==> src/design/dngd_pkg.sv <==
`default_nettype none
package dngd_pkg;

  // Field and storage widths
  localparam int PixW       = 8;
  localparam int CoordW     = 8;
  localparam int OffW       = 6;
  localparam int AngW       = 16;
  localparam int IdxW       = 8;
  localparam int CntW       = 9;
  localparam int CfgW       = 9;
  localparam int DiffW      = 17;
  localparam int CmdW       = 2;
  localparam int FrameAddrW = 2 * CoordW;
  localparam int FrameDepth = 1 << FrameAddrW;
  localparam int TblDepth   = 1 << IdxW;
  localparam int TblW       = 2 * OffW + AngW;
  localparam int ScrW       = PixW + 1;
  localparam int SumW       = 16;
  localparam int AvgW       = 16;
  localparam int DivW       = SumW + 8;
  localparam int DivCntW    = 5;
  localparam int PaddrW     = 4;
  localparam int PdataW     = 32;

  // Register limits
  localparam logic [CfgW-1:0] MaxWidth      = 9'd256;
  localparam logic [CfgW-1:0] MaxHeight     = 9'd256;
  localparam logic [CfgW-1:0] MaxNeighbours = 9'd256;
  localparam logic [CfgW-1:0] MinNeighbours = 9'd2;

  // Command codes
  localparam logic [CmdW-1:0] CMD_LOAD  = 2'd0;
  localparam logic [CmdW-1:0] CMD_WRITE = 2'd1;
  localparam logic [CmdW-1:0] CMD_EVAL  = 2'd2;

  // Register indexes (paddr[3:2])
  localparam logic [1:0] REG_WIDTH  = 2'd0;
  localparam logic [1:0] REG_HEIGHT = 2'd1;
  localparam logic [1:0] REG_COUNT  = 2'd2;

  typedef enum logic [3:0] {
    OP_NONE, OP_CENTRE, OP_CLASSIFY, OP_DIVIDE, OP_PAIRS,
    OP_WINIT, OP_SLIDE, OP_BEST, OP_ANGLE
  } op_e;

  typedef struct packed {
    op_e  op;
    logic start;
    logic idle;
    logic load_out;
  } ctrl_t;

  typedef struct packed {
    logic eval_req;
    logic done;
    logic out_full;
  } stat_t;

  typedef struct packed {
    logic [CfgW-1:0] fw;
    logic [CfgW-1:0] fh;
    logic [CfgW-1:0] n;
  } cfg_t;

endpackage
`default_nettype wire

==> src/design/dngd_ctrl.sv <==
`default_nettype none
module dngd_ctrl import dngd_pkg::*; (
  input  logic  clk_i,
  input  logic  rst_ni,
  input  stat_t stat_i,
  output ctrl_t ctrl_o
);

  typedef enum logic [3:0] {
    S_IDLE, S_CENTRE, S_CLASSIFY, S_DIVIDE, S_PAIRS,
    S_WINIT, S_SLIDE, S_BEST, S_ANGLE, S_FINISH
  } state_e;

  state_e state_q;
  logic   start_q;

  // Sequencer: one pass per state, each pass entered with a start pulse
  always_ff @(posedge clk_i or negedge rst_ni) begin
    if (!rst_ni) begin
      state_q <= S_IDLE;
      start_q <= 1'b0;
    end else begin
      start_q <= 1'b0;
      unique case (state_q)
        S_IDLE: begin
          if (stat_i.eval_req) begin
            state_q <= S_CENTRE;
            start_q <= 1'b1;
          end
        end
        S_CENTRE: begin
          if (stat_i.done) begin
            state_q <= S_CLASSIFY;
            start_q <= 1'b1;
          end
        end
        S_CLASSIFY: begin
          if (stat_i.done) begin
            state_q <= S_DIVIDE;
            start_q <= 1'b1;
          end
        end
        S_DIVIDE: begin
          if (stat_i.done) begin
            state_q <= S_PAIRS;
            start_q <= 1'b1;
          end
        end
        S_PAIRS: begin
          if (stat_i.done) begin
            state_q <= S_WINIT;
            start_q <= 1'b1;
          end
        end
        S_WINIT: begin
          if (stat_i.done) begin
            state_q <= S_SLIDE;
            start_q <= 1'b1;
          end
        end
        S_SLIDE: begin
          if (stat_i.done) begin
            state_q <= S_BEST;
            start_q <= 1'b1;
          end
        end
        S_BEST: begin
          if (stat_i.done) begin
            state_q <= S_ANGLE;
            start_q <= 1'b1;
          end
        end
        S_ANGLE: begin
          if (stat_i.done) begin
            state_q <= S_FINISH;
          end
        end
        S_FINISH: begin
          if (!stat_i.out_full) begin
            state_q <= S_IDLE;
          end
        end
        default: state_q <= S_IDLE;
      endcase
    end
  end

  // Pass selection seen by the datapath
  always_comb begin
    ctrl_o.start    = start_q;
    ctrl_o.idle     = (state_q == S_IDLE);
    ctrl_o.load_out = (state_q == S_FINISH) && !stat_i.out_full;
    unique case (state_q)
      S_CENTRE:   ctrl_o.op = OP_CENTRE;
      S_CLASSIFY: ctrl_o.op = OP_CLASSIFY;
      S_DIVIDE:   ctrl_o.op = OP_DIVIDE;
      S_PAIRS:    ctrl_o.op = OP_PAIRS;
      S_WINIT:    ctrl_o.op = OP_WINIT;
      S_SLIDE:    ctrl_o.op = OP_SLIDE;
      S_BEST:     ctrl_o.op = OP_BEST;
      S_ANGLE:    ctrl_o.op = OP_ANGLE;
      default:    ctrl_o.op = OP_NONE;
    endcase
  end

endmodule
`default_nettype wire

==> config.mk <==
export PLATFORM = sky130hd
export DESIGN_NAME = dngd_ctrl
export DESIGN_NICKNAME = d
export VERILOG_FILES = /design/src/design/dngd_pkg.sv /design/src/design/dngd_ctrl.sv
export SDC_FILE = /design/constraint.sdc
export NUM_CORES = 1
export LEC_CHECK = 0
export BUFFER_PORTS_ARGS = -buffer_cell sky130_fd_sc_hd__buf_2
export CAP_MARGIN = 20
export CELL_PAD_IN_SITES_DETAIL_PLACEMENT = 0
export CELL_PAD_IN_SITES_GLOBAL_PLACEMENT = 1
export CORE_AREA = 2 2 39 41
export CTS_CLUSTER_SIZE = 20
export DETAILED_ROUTE_END_ITERATION = 12
export DIE_AREA = 0 0 41 43
export HOLD_SLACK_MARGIN = 0.06
export PLACE_DENSITY = 0.55
export SLEW_MARGIN = 40
export SYNTH_ARGS = -nofsm -noshare
export SYNTH_HDL_FRONTEND = slang
export SYNTH_SLANG_ARGS = --single-unit
==> constraint.sdc <==
create_clock -name clk_i -period 1 [get_ports clk_i]
set_input_delay 0.05 -clock clk_i [delete_from_list [all_inputs] [get_ports clk_i]]
set_output_delay 0.05 -clock clk_i [all_outputs]
set_load 0.01 [all_outputs]
# ---- After elaboration in Yosys (flattened, before gate mapping)
# Memory sizes are Yosys's and may differ from the RTL's.
# Index checks and enable logic that the tools add are counted.
dict set report word_totals {
  word_cells 41
  inputBits 5
  memories 1
  rom_bits 64
  out_inout_bits 7
  ff_bits 5
}
# memory words width read_ports rd_ports_with_merged_regs write_ports line
set memory_table {}
lappend memory_table {{(name not given)} 16 4 1 0 0 dngd_ctrl.sv:93} ;# unique case (state_q)
dict set report classes {
  n_mux 14
  reduce_logical 5
  n_eq_ne 19
}
# op n
set ops {}
lappend ops {{2-to-1 mux 4 bit} 10}
lappend ops {{one-hot mux 4 bit (10 select lines)} 1}
lappend ops {{inequality test 2 bit (second input constant)} 10}
lappend ops {{== test 4 x 3 -> 1 bit (second input constant)} 4}
lappend ops {{AND reduction 10 bit} 1}
lappend ops {{== test 4 x 2 -> 1 bit (second input constant)} 2}
lappend ops {{== test 4 bit (second input constant)} 2}
lappend ops {{OR reduction 7 bit} 1}
lappend ops {{== test 4 x 1 -> 1 bit (second input constant)} 1}
lappend ops {{zero test 4 bit} 1}
lappend ops {{2-to-1 mux 1 bit} 2}
lappend ops {{one-hot mux 1 bit (2 select lines)} 1}
lappend ops {{logical AND 1 bit} 1}
lappend ops {{zero test 1 bit} 1}

# ---- Depth between registers and ports, before layout
# Gate-level depths: netlist (run 1).
dict set report depth {
  word_depth 3
  ltp_mapped 3
  mapped_depth_nobuf 3
}

# ---- Worst setup path after synthesis (run 1)
# No wires, ideal clock.
dict set report synth_path {
  path_kind {flip-flop to output port}
  from {register state_q[3]}
  to {output ctrl_o[1] (netlist name)}
  t_required_ns 0.950
  n_path_buf 1
  path_slack_ns -0.055
  t_arrival_ns 1.005
  path_stages_with_launch 3
  cell_sequence {dfrtp_1 clkbuf_1 nor4_1}
}
# element line
set synth_rtl {}
lappend synth_rtl {{start, declared} dngd_ctrl.sv:14} ;# state_e state_q;
lappend synth_rtl {{start signal, assigned} dngd_ctrl.sv:20} ;# state_q <= S_IDLE;
lappend synth_rtl {{start signal, assigned} dngd_ctrl.sv:27} ;# state_q <= S_CENTRE;
lappend synth_rtl {{start signal, assigned} dngd_ctrl.sv:33} ;# state_q <= S_CLASSIFY;
lappend synth_rtl {{end, declared} dngd_ctrl.sv:6} ;# output ctrl_t ctrl_o

==> flow_summary.yaml, run 1 <==
synth:
  syn_nets: 38
  ys_types: 19
  synth_cells: 33
  synth_area_per_cell_um2: 8.872
  yosys_warnings: 0
  synthesis.area_um2: 292.8
  seq_area_frac_synth_pct: 42.74
  ys_ff_latch: 5
floorplan:
  initial_utilization_pct: 21.16
  die_area_um2: 1763
  die_h_um: 43
  coreArea_um2: 1384
  io_pins: 12
  die-width_um: 41
  rows: 14
layout:
  final-seq-area_um2: 130.1
  antenna_cells: 0
  final_cell_mix: "buf_2, buf_4, buf_6, dfrtp_2"
  multi_input_area_um2: 210.2
  layout_commonest_cell: "buf_2"
  n_fill_cell: 143
  final_area_um2: 544.3
  fin_cells: 73
  drive_gt1_share_pct: 64.91
  nNetsFinal: 63
  area_delta_synth_final_pct: 85.90
timing:
  fmax_mhz: 843.7
  finalClockSkew_ps: 5.256
  fin_crit_ps: 1185
  fin_setup_tns_ps: -1186
  maxSlewHeadroom_pct: 87.02
  rsz0062_at_grt: "true"
  period_share_pct: 118.5
  layout_setup_ws_ps: -185.3
  hold_viol_final: 0
  setup_viol: 10
  drv_slew: 0
  worstMarginPinSlew_ps: 193.1
run_status:
  violations: "setup timing"
  outcome: "finished with violations"
cts:
  cts_root_buf: "clkbuf_4"
  cts_htree_levels: 1
  cts_tree: "built"
  clockBufferDepth: 2
  cts.sinks: 5
  numCtsBuffers: 3
  clk_latency_ps: 240
  cts.reportedPaths.clkPinSlew_ps: 40
global_route:
  grt_usage_pct: 11.10
  antenna_found_initial: 0
  grt_overflow: 0
  grt_pass1_wl_um: 1345
  grt_pass1_vias: 348
  grt_max_degree: 8
power:
  p_per_area_nw_per_um2: 3032
  leakagePower_nw: 0.2486
  p_seq_share_pct: 27.7
  p_sw_uw: 637.5
  swShare_pct: 38.64
  ir_drop_v: 0.0009016
  combPwrFrac_pct: 58.5
  p_int_mw: 1.012
  clockPowerShare_pct: 13.8
route:
  drt-pass1-iter-count: 2
  routed.top_layer: "met3"
  dr_total_vias: 324
  viasPerCell: 4.438
  wl_met2_um: 410
  detail-route-antenna-nets: 0
  wl_met3_um: 37
  wirelength_um: 748
  wl_per_cell_um: 10.25
  drt_iter0_drc: 1
  drc: 0
  wl_met1_um: 300
worst_setup_path:
  ff2ff_setup_slack_ps: -90
  path_max_fanout: 4
  cp.required_ps: 950
  cpMaxStageDelayCell: "dfrtp_2"
  arrival_ps: 1140
  crit_path_start_kind: "flip-flop"
  critPathKind: "reg -> out"
  path_cells: "nor2_4, and3_4, buf_6"
  endpoint_kind: "output port"
  slowest_delay_ps: 450
placed_design:
  port-buffer-count: 11
  place_inst: 62
  dp_hpwl_um: 550.1
  finalWeightedCongestion: 0.6905
  place_area_um2: 391.6
flow_run:
  max-cap-violations: 0
min_path:
  hold_class: "in -> reg"
==> synthesized netlist by cell type <==
cell type | n | area share (%)
and3_1 | 1 | 2.1
nand2_1 | 3 | 3.8
mux2i_1 | 1 | 3.4
and2_1 | 1 | 2.1
o22ai_1 | 1 | 2.1
clkbuf_1 | 1 | 1.3
xor2_1 | 2 | 6.0
dfrtp_1 | 5 | 43
nor2_1 | 3 | 3.8
nand3_1 | 1 | 1.7
nor2_2 | 1 | 2.1
o21ai_0 | 1 | 1.7
nand3b_1 | 1 | 2.6
a31oi_1 | 3 | 6.4
buf_4 | 1 | 2.6
nor4_1 | 1 | 2.1
nor3_1 | 1 | 1.7
or3b_1 | 1 | 3.0
nor2b_1 | 4 | 8.5
==> cell type report <==
class / count / share of cell area (%)
clock buffer: 4 / 4.828
multi-input combinational: 26 / 38.62
sequential: 5 / 23.91
tap: 16 / 3.678
timing repair buffer: 22 / 28.97
==> worst max-delay path: cells and delay by family, from the launching register on <==
kind,cells,cell delay [ps]
DFF,1,450
and+or+nand+nor,2,350
buffers and inverters,1,90
==> cell families (layout without fill, tap and decap cells) <==
group | after synthesis | after routing | share of synthesized area (%)
buffers and inverters | 2 | 26 | 3.846
xor gates and xnor gates | 2 | 2 | 5.984
muxes | 1 | 1 | 3.419
AOI/OAI and AO/OA | 5 | 5 | 10.26
DFF | 5 | 5 | 42.74
and+or+nand+nor | 18 | 18 | 33.76
==> layer usage <==
metal / track usage (%) / vias to the layer above
li1: - / 164
met1: 13.40 / 152
met2: 17.81 / 8
met3: 4.712 / 0
met4: 2.000 / 0
met5: 0 / -
==> worst paths after layout <==
kind | start | endpoint | depth (start not counted)
max in group asynchronous | rst_ni | state_q[0] | 2
worst min register to register | state_q[3] | state_q[1] | 1
worst max register to register | state_q[0] | start_q | 4
worst min-delay path | stat_i[2] | start_q | 3
worst max-delay path | state_q[1] | ctrl_o[0] | 3
min in group asynchronous | rst_ni | start_q | 2
==> repair_timing <==
action | 4_1_cts | 5_1_grt
endpoints found under the hold margin | 5 | 0
pin swaps | 4 | 4
endpoints found under the setup margin | 11 | 11
hold buffers | 1 | 0
resized for setup | 7 | 11
buffers inserted | 3 | 3
==> power by group through the flow <==
stage	combinational (mW)	clock (mW)	sequential (mW)
after floorplan	0.399	0	0.403
after global placement	0.671	0	0.413
after detailed placement	0.669	0	0.414
after CTS	0.789	0.240	0.439
after global routing	1.07	0.260	0.477
final	0.965	0.228	0.457
==> per-stage QoR <==
stage | hold WS, ps | power [mW] | utilization (%) | worst slack (ps)
floorplan | -245.6 | 0.8017 | - | -55.44
global placement | -127.7 | 1.084 | 28.30 | -55.64
detailed placement | -131.0 | 1.083 | 28.30 | -66.07
CTS | 94.67 | 1.468 | 34.00 | -200.8
global route | 118.5 | 1.803 | 39.33 | -258.6
finish | 99.13 | 1.650 | 39.33 | -185.3
==> registers in the layout (all words and copies together), names as in the netlist <==
register	count
start_q	1
state_q	4
(Power assumes the default switching activity.)
==> inputs of run 2 (changes only) <==
--- a/config.mk
+++ b/config.mk
@@ -14,7 +14,7 @@
 export DETAILED_ROUTE_END_ITERATION = 12
 export DIE_AREA = 0 0 41 43
 export HOLD_SLACK_MARGIN = 0.06
-export PLACE_DENSITY = 0.55
+export PLACE_DENSITY = 0.69
 export SLEW_MARGIN = 40
 export SYNTH_ARGS = -nofsm -noshare
 export SYNTH_HDL_FRONTEND = slang
==> run 2 against run 1 <==
  * The run still ends with setup timing left
  * Clock skew down 1.2 ps
  * Sequential share of layout area down 0.95 points
  * Via count up 4.6%
  * Flip-flop and latch count unchanged
  * Maximum frequency down 0.81%
  * Die area unchanged
  * Cell count up 5.5%
  * Core utilization up 1.6 points
  * Critical path depth unchanged
  * Count of clock-buffer cells in the layout unchanged
==> flow_summary.yaml, run 2 (synthesis results as in run 1) <==
run_status:
  outcome: "finished with violations"
  violations: "setup timing"
power:
  leakagePower_nw: 0.2751
  p_per_area_nw_per_um2: 3098
  ir_drop_v: 0.001127
  power.total_mw: 1.756
layout:
  top_register: "state_q"
  area_delta_synth_final_pct: 93.59
  drive_gt1_share_pct: 63.93
  final-seq-area_um2: 130.1
  reg_top3: "state_q x4, start_q x1"
  layout_commonest_cell: "buf_4"
  nNetsFinal: 67
  largest_register_ffs: 4
  n_fill_cell: 142
  final_cell_mix: "buf_4, buf_2, buf_6, dfrtp_2"
  final_area_um2: 566.8
  antenna_cells: 0
  multi_input_area_um2: 202.7
global_route:
  grt_pass1_wl_um: 1324
  grt_util_met2_pct: 18.13
  grt_max_degree: 8
  busiest_layer: "met2"
  grt_overflow: 0
  antenna_found_initial: 0
  grt_pass1_vias: 334
  globalRouteMet3Util_pct: 3.141
  grt_usage_pct: 12.10
  use_met1_pct: 11.40
placed_design:
  place_area_um2: 406.6
  finalWeightedCongestion: 0.7054
  dp_hpwl_um: 527.2
  post-place-ws_ps: -94.21
  port-buffer-count: 11
worst_setup_path:
  arrival_ps: 1140
  path_max_fanout: 6
  crit_path_start_kind: "flip-flop"
  endpoint_kind: "output port"
  critPathKind: "reg -> out"
  cp.required_ps: 950
timing:
  maxSlewHeadroom_pct: 86.85
  hold_viol_final: 0
  worstMarginPinSlew_ps: 195.6
  period_share_pct: 119.5
  finalClockSkew_ps: 4.034
  drv_slew: 0
  setup_viol: 10
  fin_crit_ps: 1195
  fmax_mhz: 836.9
  rsz0062_at_grt: "true"
  layout_setup_ws_ps: -195.0
floorplan:
  die-width_um: 41
  initial_utilization_pct: 21.16
  coreArea_um2: 1384
  rows: 14
  die_area_um2: 1763
  die_h_um: 43
  io_pins: 12
cts:
  cts_tree: "built"
  cts.reportedPaths.clkPinSlew_ps: 40
  clockBufferDepth: 2
  cts_htree_levels: 1
  cts_root_buf: "clkbuf_4"
  clk_latency_ps: 240
  numCtsBuffers: 3
  cts.sinks: 5
route:
  drt-pass1-iter-count: 3
  wl_per_cell_um: 11.62
  detail-route-antenna-nets: 0
  dr_total_vias: 339
  wirelength_um: 895
  drc: 0
  viasPerCell: 4.403
  drt_iter0_drc: 2
min_path:
  hold_class: "in -> reg"
flow_run:
  max-cap-violations: 0
==> run 2: cell types whose count changed in the layout (fill, tap and decap cells not counted), sizes merged <==
cell and change:
buf +4
==> run 2: through the flow <==
step	TNS [ps]	instances	hold slack, ps	utilization, %
final	-1481	77	88.84	40.96
after global routing	-2095	77	98.67	40.96
after global placement	-182.0	64	-128.6	29.39
after detailed placement	-222.8	64	-124.6	29.39
after floorplan	-94.89	33	-245.6	-
after CTS	-1279	72	75.23	35.44
==> run 2: final timing paths <==
| kind | from | endpoint | slack [ps] | cells past startpoint |
|---|---|---|---|---|
| worst min-delay path | stat_i[2] | start_q | 90 | 3 |
| worst max-delay path | state_q[0] | ctrl_o[6] | -190 | 3 |
| worst max register to register | state_q[0] | state_q[2] | -150 | 5 |
| min in group asynchronous | rst_ni | start_q | 150 | 2 |
| worst min register to register | state_q[3] | start_q | 650 | 2 |
| max in group asynchronous | rst_ni | state_q[1] | 700 | 2 |
==> run 2: area by class of cell <==
| type | instances | share of cell area, % |
|---|---|---|
| timing repair buffer | 26 | 33.11 |
| clock buffer | 4 | 4.636 |
| sequential | 5 | 22.96 |
| multi-input combinational | 26 | 35.76 |
| tap | 16 | 3.532 |
==> run 2: report_power, final <==
group	total, mW	leakage, nW	internal, mW	switching [mW]
registers	0.467	0.0564	0.307	0.159
logic	1.06	0.204	0.632	0.428
clock network	0.228	0.0150	0.151	0.0778
==> run 2: layer usage <==
metal	vias to the layer above	wire length, um
met5	-	0
met4	0	19
met3	2	60
met2	12	452
met1	155	363
li1	170	-
==> run 2: timing repair <==
item | 4_1_cts | 5_1_grt
endpoints found under the hold margin | 5 | 0
resized for setup | 8 | 9
pin swaps | 4 | 6
setup endpoints to repair | 11 | 11
hold buffers | 1 | 0
setup buffers | 3 | 5
==> run 2: critical path, cell delays in order (launching register included) <==
cell     delay [ps]
dfrtp_2         450
nor3_4          200
and2_1          130
buf_2           120
==> inputs of run 3 (changes only) <==
--- a/config.mk
+++ b/config.mk
@@ -15,6 +15,7 @@
 export DIE_AREA = 0 0 41 43
 export HOLD_SLACK_MARGIN = 0.06
 export PLACE_DENSITY = 0.69
+export REMOVE_ABC_BUFFERS = 1
 export SLEW_MARGIN = 40
 export SYNTH_ARGS = -nofsm -noshare
 export SYNTH_HDL_FRONTEND = slang
==> run 3 against run 2 <==
  * The run still ends with setup timing left
  * Largest power group unchanged
  * First-iteration DRC count did not move
  * Cell area rose by 4.4%
  * Global-route usage rose by 0.72 points
  * Critical path depth rose by 1
  * Die area did not move
  * Highest routed layer unchanged
  * Routed wire length rose by 1.6%
  * Via count rose by 2.1%
  * Cell count rose by 1.3%
  * Sequential share of layout area fell by 1.2 points
  * Largest cell class is now buffers
  * Register-to-register slack barely moved
  * Power rose by 4.0%
  * Critical path type unchanged
==> flow_summary.yaml, run 3 (synthesis results as in run 1) <==
run_status:
  outcome: "finished with violations"
  violations: "setup timing"
layout:
  drive_gt1_share_pct: 64.52
  nNetsFinal: 68
  layout_commonest_cell: "buf_2"
  reg_top3: "state_q x4, start_q x1"
  largest_register_ffs: 4
  antenna_cells: 0
  top_register: "state_q"
  area_delta_synth_final_pct: 102.1
  final_cell_mix: "buf_2, buf_6, buf_4"
  final_area_um2: 591.8
global_route:
  antenna_found_initial: 0
  grt_max_degree: 7
  grt_usage_pct: 12.82
  grt_pass1_wl_um: 1421
  grt_pass1_vias: 372
  grt_overflow: 0
worst_setup_path:
  cp_top_family: "flip-flops"
  critPathBufInv: 2
  ff2ff_setup_slack_ps: -160
  critPathKind: "reg -> out"
  cpMaxStageDelayCell: "dfrtp_1"
  reg2reg_depth: 3
  cp.required_ps: 950
  path_max_fanout: 4
  r2r-start: "state_q[3]"
  crit_path_start_kind: "flip-flop"
  worstReg2RegEnd: "state_q[0]"
  arrival_ps: 1150
  endpoint_kind: "output port"
  slowest_delay_ps: 390
  path_cells: "buf_6, nor2b_4, and3_1, buf_2"
route:
  wl_per_cell_um: 11.65
  viasPerCell: 4.436
  detail-route-antenna-nets: 0
  drc: 0
  drt-pass1-iter-count: 2
  wirelength_um: 909
  drt_iter0_drc: 2
  dr_total_vias: 346
flow_run:
  max-cap-violations: 0
floorplan:
  io_pins: 12
  die-width_um: 41
  die_area_um2: 1763
  coreArea_um2: 1384
  initial_utilization_pct: 21.16
  die_h_um: 43
  rows: 14
timing:
  finalClockSkew_ps: 0.9170
  maxSlewHeadroom_pct: 87.83
  drv_slew: 0
  setup_viol: 10
  fin_crit_ps: 1198
  hold_viol_final: 0
  layout_setup_ws_ps: -197.9
  rsz0062_at_grt: "true"
  period_share_pct: 119.8
  fmax_mhz: 834.8
  fin_setup_tns_ps: -1232
  worstMarginPinSlew_ps: 181.1
cts:
  cts_root_buf: "clkbuf_4"
  clockBufferDepth: 2
  clk_latency_ps: 250
  numCtsBuffers: 3
  cts_htree_levels: 1
  cts.sinks: 5
  cts_tree: "built"
  cts.reportedPaths.clkPinSlew_ps: 40
min_path:
  min_from: "stat_i[2]"
  holdPathEnd: "start_q"
  hold_class: "in -> reg"
  min_path_cells: 3
placed_design:
  post-place-ws_ps: -92.72
  port-buffer-count: 11
  dp_hpwl_um: 558.9
  finalWeightedCongestion: 0.7461
  place_area_um2: 409.1
power:
  p_per_area_nw_per_um2: 3087
  leakagePower_nw: 0.2881
  ir_drop_v: 0.001106
-- run 3: where the power goes --
group          switching, mW  internal (mW)
clock network         0.0850          0.151
registers              0.128          0.303
logic                  0.468          0.692
-- run 3: worst max-delay path by stage --
stage / cells past startpoint / to / startpoint / slack (ps)
floorplan: 3 / start_q / state_q[1] / -50
CTS: 4 / ctrl_o[0] / state_q[0] / -200
detailed placement: 3 / start_q / state_q[1] / -90
global route: 4 / ctrl_o[0] / state_q[0] / -250
global placement: 3 / start_q / state_q[1] / -40
finish: 4 / ctrl_o[0] / state_q[0] / -200
-- run 3: metal layers --
metal  up-vias  wire, um  track usage [%]
met4         0        27            12.67
met2        13       507            21.88
met3         3        54            1.571
met1       157       320            11.44
li1        173         -                -
met5         -         0                0
-- run 3: metrics by stage --
stage | total power, mW | hold slack [ps] | utilization (%) | instances
floorplan | 0.7612 | -245.6 | - | 31
global placement | 1.092 | -130.2 | 29.57 | 65
detailed placement | 1.102 | -130.6 | 29.57 | 65
CTS | 1.735 | 86.87 | 40.60 | 76
global route | 1.973 | 102.6 | 42.77 | 78
finish | 1.827 | 89.12 | 42.77 | 78
-- run 3: layout make-up --
cell class / count / area (um^2)
Tap cell: 16 / 20.02
Fill cell: 140 / 792.0
Clock buffer: 4 / 26.28
Timing Repair Buffer: 27 / 210.2
Multi-Input combinational cell: 26 / 206.4
Sequential cell: 5 / 128.9
-- run 3: repair_timing --
| item | in CTS | in global routing |
|---|---|---|
| setup endpoints to repair | 9 | 11 |
| buffers inserted | 6 | 2 |
| gates resized for setup | 19 | 3 |
| pin swaps | 9 | 5 |
| hold endpoints to repair | 5 | 0 |
| gates cloned | 0 | 0 |
| hold buffers | 1 | 0 |
-- run 3: worst reg2reg max path, cell delays in order (launching register included) --
cell	delay, ps
dfrtp_2	440
buf_6	130
or3b_1	340
a31oi_1	150
